<file path="src/rtl/core/cebb_pkg.sv">
package cebb_pkg;

    localparam int MAX_WIDTH  = 1024;
    localparam int MAX_RADIUS = 15;
    localparam int MAX_HEIGHT = 1024;

    localparam int XW  = $clog2(MAX_WIDTH);
    localparam int YW  = $clog2(MAX_HEIGHT);
    localparam int PW  = XW + YW + 1;
    localparam int RW  = $clog2(MAX_RADIUS + 1);
    localparam int SRW = RW + 1;
    localparam int RB  = $clog2(2 * MAX_RADIUS + 1);
    localparam int AW  = RB + XW;
    localparam int CH  = 16;
    localparam int NL  = 3;
    localparam int DV  = $clog2((2 * MAX_RADIUS + 1) * (2 * MAX_RADIUS + 1) + 1);
    localparam int SW  = CH + DV;
    localparam int CW  = $clog2(SW);

    localparam logic [1:0] CFG_WIDTH  = 2'd0;
    localparam logic [1:0] CFG_HEIGHT = 2'd1;
    localparam logic [1:0] CFG_RADIUS = 2'd2;

    localparam logic OP_PIXEL = 1'b0;

    typedef struct packed {
        logic clear;
        logic acc;
        logic step;
    } t_lane_ctrl;

    typedef struct packed {
        logic load;
        logic last;
    } t_out_ctrl;

    function automatic logic [XW:0] sat_width(input logic [10:0] v);
        if (v == 11'd0) begin
            return (XW + 1)'(1);
        end else if (int'(v) > MAX_WIDTH) begin
            return (XW + 1)'(MAX_WIDTH);
        end
        return (XW + 1)'(v);
    endfunction

    function automatic logic [YW:0] sat_height(input logic [10:0] v);
        if (v == 11'd0) begin
            return (YW + 1)'(1);
        end else if (int'(v) > MAX_HEIGHT) begin
            return (YW + 1)'(MAX_HEIGHT);
        end
        return (YW + 1)'(v);
    endfunction

    function automatic logic [RW-1:0] sat_radius(input logic [3:0] v);
        if (int'(v) > MAX_RADIUS) begin
            return RW'(MAX_RADIUS);
        end
        return RW'(v);
    endfunction

endpackage

</file>
<file path="src/rtl/core/cebb_out.sv">
module cebb_out (
    input  logic                              i_clk,
    input  logic                              i_rst_n,
    input  cebb_pkg::t_out_ctrl               i_ctrl,
    input  logic [cebb_pkg::NL*cebb_pkg::CH-1:0] i_means,
    output logic                              o_free,
    output logic                              m_axis_tvalid,
    input  logic                              m_axis_tready,
    output logic [cebb_pkg::NL*cebb_pkg::CH-1:0] m_axis_tdata,
    output logic                              m_axis_tlast
);

    logic                                  r_vld;
    logic [cebb_pkg::NL*cebb_pkg::CH-1:0]  r_data;
    logic                                  r_last;

    assign o_free = !r_vld || m_axis_tready;

    always_ff @(posedge i_clk) begin
        if (!i_rst_n) begin
            r_vld <= 1'b0;
        end else if (i_ctrl.load) begin
            r_vld <= 1'b1;
        end else if (m_axis_tready) begin
            r_vld <= 1'b0;
        end
    end

    always_ff @(posedge i_clk) begin
        if (i_ctrl.load) begin
            r_data <= i_means;
            r_last <= i_ctrl.last;
        end
    end

    assign m_axis_tvalid = r_vld;
    assign m_axis_tdata  = r_data;
    assign m_axis_tlast  = r_last;

endmodule

</file>
<file path="config.mk">
export PLATFORM = sky130hd
export DESIGN_NAME = cebb_out
export DESIGN_NICKNAME = d
export VERILOG_FILES = /design/src/rtl/core/cebb_pkg.sv /design/src/rtl/core/cebb_out.sv
export SDC_FILE = /design/constraint.sdc
export NUM_CORES = 1
export LEC_CHECK = 0
export BUFFER_PORTS_ARGS = -buffer_cell sky130_fd_sc_hd__buf_4
export CAP_MARGIN = 25
export CORE_ASPECT_RATIO = 0.5
export CORE_MARGIN = 1.5
export CORE_UTILIZATION = 40
export DETAILED_ROUTE_END_ITERATION = 10
export PLACE_DENSITY_LB_ADDON = 0.2
export REMOVE_ABC_BUFFERS = 1
export SLEW_MARGIN = 20
export SYNTH_ARGS = -nofsm -noshare
export SYNTH_HDL_FRONTEND = slang
export SYNTH_SLANG_ARGS = --single-unit
</file>
<file path="constraint.sdc">
create_clock -name i_clk -period 0.8 [get_ports i_clk]
set_clock_uncertainty 0.15 [all_clocks]
set_input_delay 0.16 -clock i_clk [delete_from_list [all_inputs] [get_ports i_clk]]
set_output_delay 0.16 -clock i_clk [all_outputs]
set_load 0.03 [all_outputs]
</file>
==> qor.yml <==
share_seq_of_total_power_pct: 56.1
worst_hold_path_type: "input pin to register"
reg2reg_depth: 3
synth_adder_area_share_pct: 0
finalSetupViolations: 52
drv_cap: 0
crit_end: "m_axis_tdata[16]"
synth.most_common_cell: "edfxtp_1"
end_kind: "primary output"
critPathSlowestCell: "edfxtp_1"
synth.area.mux_share_pct: 0
clkTransAtPathRegs_ps: 90
track_usage_pct: 15.15
gp_congestion: 0.6539
start_kind: "register"
syn_to_final_growth_pct: 76.95
final_util_pct: 76.24
seq_area_frac_synth_pct: 98.11
ios: 104
run_status: "complete, but fails checks"
cp_max_fo: 1
cts_sinks: 50
p_int_mw: 4.273
rsz0062_at_grt: "true"
ys_types: 5
required_ps: 490
hold_violations: 50
ir_worst_vdd_uv: 1207
synth-seq-cells: 50
combPwrFrac_pct: 19.7
arrival_ps: 880
chipHeight_um: 46.59
clk_latency_ps: 290
tightestPinTransition_ps: 137.0
async_reset_ff_share_pct: 0
cts_tree: "done"
timing.final.ws_setup_ps: -392.5
cp.depth: 1
p_clk_share_pct: 24.2
nNetsFinal: 219
power.density_mw_per_mm2: 2121
dr.pass1.iters: 4
drt-total-wl_mm: 3.166
postSynthCellCount: 53
failed_checks: "hold timing, setup timing"
p_leak_nw: 1.133
die_w_um: 90.19
via_count: 912
fmax_mhz: 838.5
layout-drive-gt1-share_pct: 69.46
slowest_delay_ps: 430
netlist.area_leader.share_pct: 96.79
fin_crit_ps: 1193
top_layer_used: "met4"
wl_per_cell_um: 14.52
drc: 0
setup.worst_path.start: "m_axis_tdata[16]"
synth_enable_flop_cells: 49
row_count: 15
power_switching_mw: 1.433
diodes: 0
via_per_inst: 4.183
reg2reg_from: "m_axis_tvalid"
synth_area_leader_cell: "edfxtp_1"
yosys.area_share.simple_pct: 0.9053
r2r_slack_ps: -40
htreeDepth: 2
die_area_mm2: 0.004202
drt_iter0_markers: 27
route.antenna.remaining_nets: 0
finalNonFillerCells: 218
r2r_end: "m_axis_tvalid"
cp_num_buf_inv: 1
cts_inserted_buffers: 5
initial_core_util_pct: 43.09
synth_top_family_by_area: "simple AND/OR/NAND/NOR gates"
wl_met3_um: 257
fillers: 216
grt_max_degree: 27
tns_ps: -17340
synth_compound_area_share_pct: 0.7407
hold_path_depth: 1
place_inst: 209
synth_xor_area_share_pct: 0
ys_warn_count: 0
grt_pass1_vias: 896
root_buffer: "clkbuf_8"
fin_crit_sh_pct: 149.1
clock_path_buffers: 2
crit_chain: "buf_6"
grt_pass1_wl_mm: 4.519
met2WireLength_mm: 1.736
yosys-top-cells-area: "edfxtp_1 97%, dfxtp_1 1.3%, nand2b_4 0.91%"
slew_headroom_pct: 90.87
antenna_found_initial: 0
path_class: "register to primary output"
avgSynthCellArea_um2: 28.68
slew_violations: 0
synthFlopType: "edfxtp_1"
cpLargestDelayFamily: "flip-flops"
core_area_mm2: 0.003528
port_buffers: 103
grt_overflow_total: 0
synth_commonest_cells: "49 x edfxtp_1, 1 x a21boi_2, 1 x dfxtp_1, 1 x inv_1, 1 x nand2b_4"
syn_area_mm2: 0.001520
switching_share_pct: 25.11
hold_ws_ps: -109.4
wl_met1_mm: 1.154
routing by layer:
metal,vias to the layer above,GRT usage (%)
met1,424,17.98
met3,2,5.776
met2,52,26.67
met5,-,0
li1,434,-
met4,0,4.762
cells by family (layout without fill, tap and decap cells):
group	after synthesis	after routing
AOI/OAI and AO/OA	1	1
buffers and inverters	1	115
DFF	50	50
and+or+nand+nor	1	1
sequential cells by signal, summed over array words and instances, names as in the netlist:
signal         count
m_axis_tdata      48
m_axis_tvalid      1
m_axis_tlast       1
layout by cell type (no fill, tap or decap):
cell type / synthesis / layout
a21boi_2: 1 / 1
buf_12: 0 / 2
buf_4: 0 / 52
buf_6: 0 / 52
clkbuf_1: 0 / 1
clkbuf_8: 0 / 5
clkinv_2: 0 / 1
clkinv_4: 0 / 1
dfxtp_4: 0 / 1
edfxtp_1: 49 / 49
inv_1: 1 / 1
nand2b_4: 1 / 1
power by group through the flow:
stage	sequential (mW)	clock (mW)	combinational, mW
after detailed placement	3.22	0	1.00
final	3.20	1.38	1.13
after floorplan	3.64	0	0.0148
after CTS	3.20	1.42	1.12
after global placement	3.21	0	0.997
after global routing	3.22	1.52	1.17
how the worst min path moves through the flow:
stage | start | to | slack [ps]
2_1_floorplan | i_means[0] | m_axis_tdata[0] | 110
3_3_place_gp | i_means[40] | m_axis_tdata[40] | 190
3_5_place_dp | i_means[44] | m_axis_tdata[44] | 190
4_1_cts | i_means[44] | m_axis_tdata[44] | -120
5_1_grt | i_means[4] | m_axis_tdata[4] | -130
6_report | i_means[46] | m_axis_tdata[46] | -110
area by class of cell:
| cell class | instances | area [um^2] | area share [%] |
|---|---|---|---|
| clock buffer | 6 | 72.57 | 2.698 |
| clock inverter | 2 | 13.76 | 0.5116 |
| inverter | 1 | 3.754 | 0.1395 |
| multi-input combinational | 2 | 25.02 | 0.9302 |
| sequential | 50 | 1495 | 55.58 |
| tap | 51 | 63.81 | 2.372 |
| timing repair buffer | 106 | 1016 | 37.77 |
stage by stage:
step | cell area [um^2] | total power, mW | setup WS, ps
2_1_floorplan | 1520 | 3.657 | -230.7
3_3_place_gp | 2397 | 4.209 | -111.0
3_5_place_dp | 2397 | 4.222 | -118.8
4_1_cts | 2676 | 5.744 | -385.8
5_1_grt | 2690 | 5.904 | -427.3
6_report | 2690 | 5.706 | -392.5
repair_timing:
item	in CTS	in global routing
endpoints found under the hold margin	50	50
endpoints found under the setup margin	51	51
setup buffers	0	1
resized for setup	52	2
pin swaps	0	1
Power figures use the tool's default switching activity.
