$ cat src/rtl/core/cebb_pkg.sv
package cebb_pkg;

    localparam int MAX_WIDTH  = 1024;
    localparam int MAX_RADIUS = 15;
    localparam int MAX_HEIGHT = 1024;

    localparam int XW  = $clog2(MAX_WIDTH);
    localparam int YW  = $clog2(MAX_HEIGHT);
    localparam int PW  = XW + YW + 1;
    localparam int RW  = $clog2(MAX_RADIUS + 1);
    localparam int SRW = RW + 1;
    localparam int RB  = $clog2(2 * MAX_RADIUS + 1);
    localparam int AW  = RB + XW;
    localparam int CH  = 16;
    localparam int NL  = 3;
    localparam int DV  = $clog2((2 * MAX_RADIUS + 1) * (2 * MAX_RADIUS + 1) + 1);
    localparam int SW  = CH + DV;
    localparam int CW  = $clog2(SW);

    localparam logic [1:0] CFG_WIDTH  = 2'd0;
    localparam logic [1:0] CFG_HEIGHT = 2'd1;
    localparam logic [1:0] CFG_RADIUS = 2'd2;

    localparam logic OP_PIXEL = 1'b0;

    typedef struct packed {
        logic clear;
        logic acc;
        logic step;
    } t_lane_ctrl;

    typedef struct packed {
        logic load;
        logic last;
    } t_out_ctrl;

    function automatic logic [XW:0] sat_width(input logic [10:0] v);
        if (v == 11'd0) begin
            return (XW + 1)'(1);
        end else if (int'(v) > MAX_WIDTH) begin
            return (XW + 1)'(MAX_WIDTH);
        end
        return (XW + 1)'(v);
    endfunction

    function automatic logic [YW:0] sat_height(input logic [10:0] v);
        if (v == 11'd0) begin
            return (YW + 1)'(1);
        end else if (int'(v) > MAX_HEIGHT) begin
            return (YW + 1)'(MAX_HEIGHT);
        end
        return (YW + 1)'(v);
    endfunction

    function automatic logic [RW-1:0] sat_radius(input logic [3:0] v);
        if (int'(v) > MAX_RADIUS) begin
            return RW'(MAX_RADIUS);
        end
        return RW'(v);
    endfunction

endpackage

$ cat src/rtl/core/cebb_lane.sv
module cebb_lane (
    input  logic                        i_clk,
    input  cebb_pkg::t_lane_ctrl        i_ctrl,
    input  logic [cebb_pkg::CH-1:0]     i_pix,
    input  logic [cebb_pkg::DV-1:0]     i_divisor,
    output logic [cebb_pkg::CH-1:0]     o_mean
);

    logic [cebb_pkg::SW-1:0] r_q;
    logic [cebb_pkg::DV-1:0] r_rem;
    logic [cebb_pkg::DV:0]   rem_sh;
    logic [cebb_pkg::DV:0]   rem_sub;

    // The accumulator doubles as the dividend shift register.
    assign rem_sh  = {r_rem, r_q[cebb_pkg::SW-1]};
    assign rem_sub = rem_sh - {1'b0, i_divisor};

    always_ff @(posedge i_clk) begin
        if (i_ctrl.clear) begin
            r_q   <= '0;
            r_rem <= '0;
        end else if (i_ctrl.acc) begin
            r_q <= r_q + cebb_pkg::SW'(i_pix);
        end else if (i_ctrl.step) begin
            if (rem_sh >= {1'b0, i_divisor}) begin
                r_rem <= rem_sub[cebb_pkg::DV-1:0];
                r_q   <= {r_q[cebb_pkg::SW-2:0], 1'b1};
            end else begin
                r_rem <= rem_sh[cebb_pkg::DV-1:0];
                r_q   <= {r_q[cebb_pkg::SW-2:0], 1'b0};
            end
        end
    end

    assign o_mean = r_q[cebb_pkg::CH-1:0];

endmodule

$ cat config.mk
export PLATFORM = sky130hd
export DESIGN_NAME = cebb_lane
export DESIGN_NICKNAME = d
export VERILOG_FILES = /design/src/rtl/core/cebb_pkg.sv /design/src/rtl/core/cebb_lane.sv
export SDC_FILE = /design/constraint.sdc
export NUM_CORES = 1
export LEC_CHECK = 0
export BUFFER_PORTS_ARGS = -buffer_cell sky130_fd_sc_hd__buf_2
export CAP_MARGIN = 20
export CORE_ASPECT_RATIO = 0.7
export CORE_MARGIN = 5
export CORE_UTILIZATION = 50
export DETAILED_ROUTE_END_ITERATION = 12
export GPL_TIMING_DRIVEN = 0
export PLACE_DENSITY_LB_ADDON = 0.05
export RECOVER_POWER = 25
export SYNTH_ARGS = -nofsm -noshare
export SYNTH_HDL_FRONTEND = slang
export SYNTH_SLANG_ARGS = --single-unit
$ cat constraint.sdc
create_clock -name i_clk -period 2.4 [get_ports i_clk]
set_input_delay 0.12 -clock i_clk [delete_from_list [all_inputs] [get_ports i_clk]]
set_output_delay 0.12 -clock i_clk [all_outputs]
set_load 0.1 [all_outputs]
==> metrics.md <==
| Metric | Value |
|---|---|
| Outcome | complete, no violations |
| DRT iter0 DRCs | 213 |
| Critical-path maximum fanout | 4 |
| Worst Min Path Start | i_ctrl[2] |
| Sequential element share of the synthesized area | 21.9% |
| Total core area | ~6300 sq um |
| Yosys warning total | 0 |
| Worst clock skew on the final layout | 6.47 ps |
| Floorplan die area | 8350 sq um |
| Type of the most critical hold path | input port to flop |
| Proportion of power drawn by combinational gates | roughly 47% |
| Nets in the synthesized netlist | 482 |
| First-pass iteration count of the detailed router | 5 |
| Number of distinct library cells after synthesis | 65 |
| Register-to-register setup slack | 20 ps |
| Number of antenna violations at the first check in global routing | 0 |
| H-tree depth | 2 |
| P per Cell Area | 607 nW/um^2 |
| Clock power share | 22.8% |
| Worst hold slack after final layout | 206 ps |
| Largest buffer count on any clock path | 2 |
| Total Negative Setup Slacks | 0 ps |
| Number of enable flip-flop cells after synthesis | 0 |
| Post-synthesis register bit count | 36 |
| Fmax | 0.419 GHz |
| Cells on worst reg2reg path | 9 |
| Overflow after GRT | 0 |
| Fin area | 3870 sq um |
| Async set-reset flop share out of synthesis | 0% |
| Area of the mapped netlist | 3300 sq um |
| Total net switching power | 0.00100 W |
| Via count normalized by instance count | about 5.9 |
| Predominant post-synthesis flop cell | dfxtp_1 |
| Slew at the pin closest to its max-slew limit | roughly 1200 ps |
| Final slew viol count | 0 |
| Sum of routed wire length over all layers | 9200 um |
| X dimension of the die | 107 um |
| Portion of the clock cycle consumed by the worst path in the final layout | 99.4% |
| Clk pin slew, worst setup/hold paths | around 80 ps |
| Data arrival time at the worst-slack endpoint | 2540 ps |
| Startpoint types | flop |
| Delay-heaviest family, CP | compound AO/OA/AOI/OAI gates |
| Number of failing setup endpoints in the final timing report | 0 |
| Final Critical Period | 2380 ps |
| Global-route usage over all layers | 21.4% |
| Crit path cell chain | ha_4 > fa_2 > a211oi_2 > nor2_2 > a211o_1 > o22a_2 > buf_4 > o31ai_2 > nor3_1 |
| Data required time at the worst endpoint | around 2600 ps |
| Buffers plus inverters on the worst setup path | 1 |
| Hold Crit Depth | 3 |
| Slew HR | 22.4% |
| Worst hold endpoint | r_q[23] |
| Final nets | 540 |
| Final antenna diode count | 0 |
| Cells after Synth | approximately 420 |
| Clock insertion delay at the later pin of the skew report | 290 ps |
| Count of hold buffers inserted by post-cts repair | 0 |
| Final HPWL from detailed placement | a little under 7000 um |
| Stage delay of the slowest cell on the critical path | 410 ps |
| Unrepaired setup endpoints after global routing | yes |
| Final estimated routing congestion in global placement | ~0.90 |
| Fraction of final layout cells with drive strength greater than 1 | 20.5% |
| Io pins | between 40 and 50 |
| Maximum vdd drop | between 300 and 400 uV |
| Final Power | 0.00235 W |
| Sw Share | 42.7% |
| Placed Area | between 3000 and 4000 sq um |
| Number of DRC violations after detailed routing | 0 |
| Leakage Power | 1.69 nW |
| Clock net sink count | 36 |
| Largest net degree at the start of global routing | 12 |
| CP max-delay cell | fa_2 |
| Area grow syn2layout | 17.5% |
| Most used cells in the layout excluding fill and tap cells | nor2_1, dfxtp_1, buf_2 |
| IO Port Bufs | 44 |
| Global-route wire length before repair | about 15000 um |
| Clock tree from TritonCTS | yes |
| Post-detailed-route wirelength per cell | 16.4 um |
| Reg-to-reg critical path endpoint | r_q[24] |
| Commonest non-fill, non-tap cell in the layout | nor2_1 |
| Maximum capacitance violations | 0 |
| Critical R2R Launch | r_q[0] |
| Share of power burned in registers | 30.4% |
| Average size of a mapped cell | around 7.8 sq um |
| Internal portion of total power | 0.00135 W |
| Final Hold Viols | 0 |
| Vias | 3292 |
| Starting density of the core | 52.3% |
| Number of global-route vias before repair | 2932 |
| TritonCTS Buffers | 5 |
| Category of the critical setup timing path | flop to flop |
| Worst setup EP type | flop |
| Vertical die dimension | 78.0 um |
| Count of nets left with antenna violations after detail routing | 0 |
| Site Rows | 24 |
| Clock root buffer master | clkbuf_8 |
| Crit path depth | 9 |
synthesized netlist by cell type (all sizes together) (10+ instances only):
library cell	number	area share [%]
nand2	33	3.8
dfxtp	36	22
nor3	10	1.5
o21ai	18	2.8
inv	21	2.4
ha	26	9.9
nor2b	13	2.7
a21oi	33	5.1
clkbuf	14	1.6
nor2	42	4.8
mux2i	17	5.2
buf	20	4.1
nand3	10	1.7
a21o	11	2.5
a211oi	22	5.0
power groups by stage:
stage | combinational (W) | clock, W | sequential [W]
after CTS | 0.00105 | 0.000541 | 0.000711
after global placement | 0.00102 | 0 | 0.000723
after floorplan | 0.000855 | 0 | 0.000704
final | 0.00110 | 0.000537 | 0.000715
after global routing | 0.00119 | 0.000572 | 0.000724
after detailed placement | 0.00104 | 0 | 0.000724
metrics by stage:
| stage | utilization, % | cells | setup WS [ps] |
|---|---|---|---|
| floorplan | - | 424 | 103 |
| global placement | 57.3 | 546 | -132 |
| detailed placement | 57.3 | 546 | -156 |
| CTS | 59.4 | 555 | 24.6 |
| global route | 61.4 | 561 | -43.8 |
| finish | 61.4 | 561 | 15.5 |
final cells by class:
cell class	instances	area [sq um]
inverters	21	78.8
multi-input cells	333	2410
plain buffers	34	195
flip-flops and latches	36	723
repair buffers	51	259
clock buffers	6	72.6
fillers	600	2430
clock inverters	2	35.0
well taps	78	97.6
what timing repair did:
action,4_1_cts,5_1_grt
endpoints found under the setup margin,6,15
buffers inserted,1,6
pin swaps,1,14
gates resized for setup,4,23
worst register-to-register path, cell delays in order, from the launching register on:
cell	delay, ps
dfxtp_2	350
ha_4	170
fa_2	410
a211oi_2	260
nor2_2	90
a211o_1	330
o22a_2	230
buf_4	150
o31ai_2	200
nor3_1	60
kinds of logic (layout without fill, tap and decap cells):
group	after synthesis	in the layout	synth area share (%)
and+or+nand+nor	134	134	19.7
AOI/OAI and AO/OA	138	138	29.8
buffers and inverters	55	114	8.16
adders and majority gates	28	28	11.1
muxes	17	17	5.16
xor gates and xnor gates	16	16	4.25
DFF	36	36	21.9
how the worst max path moves through the flow:
stage,from,to,slack (ps)
floorplan,r_q[0],r_q[22],100
global placement,r_q[0],r_q[10],-130
global route,r_q[0],r_q[16],-40
CTS,r_q[0],r_q[22],20
finish,r_q[0],r_q[24],20
detailed placement,r_q[0],r_q[10],-160
routing by layer:
| metal | wire (um) | share of wire [%] | vias to the layer above | GRT usage, % |
|---|---|---|---|---|
| li1 | - | - | 1667 | - |
| met5 | 0 | 0 | - | 0 |
| met4 | 44 | 0.48 | 0 | 2.94 |
| met2 | 3520 | 38 | 105 | 28.3 |
| met1 | 4870 | 53 | 1514 | 34.0 |
| met3 | 762 | 8.3 | 6 | 6.22 |
sequential cells by signal, indices dropped and copies added, names as in the netlist:
register and count:
r_q 26, r_rem 10
Note: power is estimated with default switching activity, not from simulation.
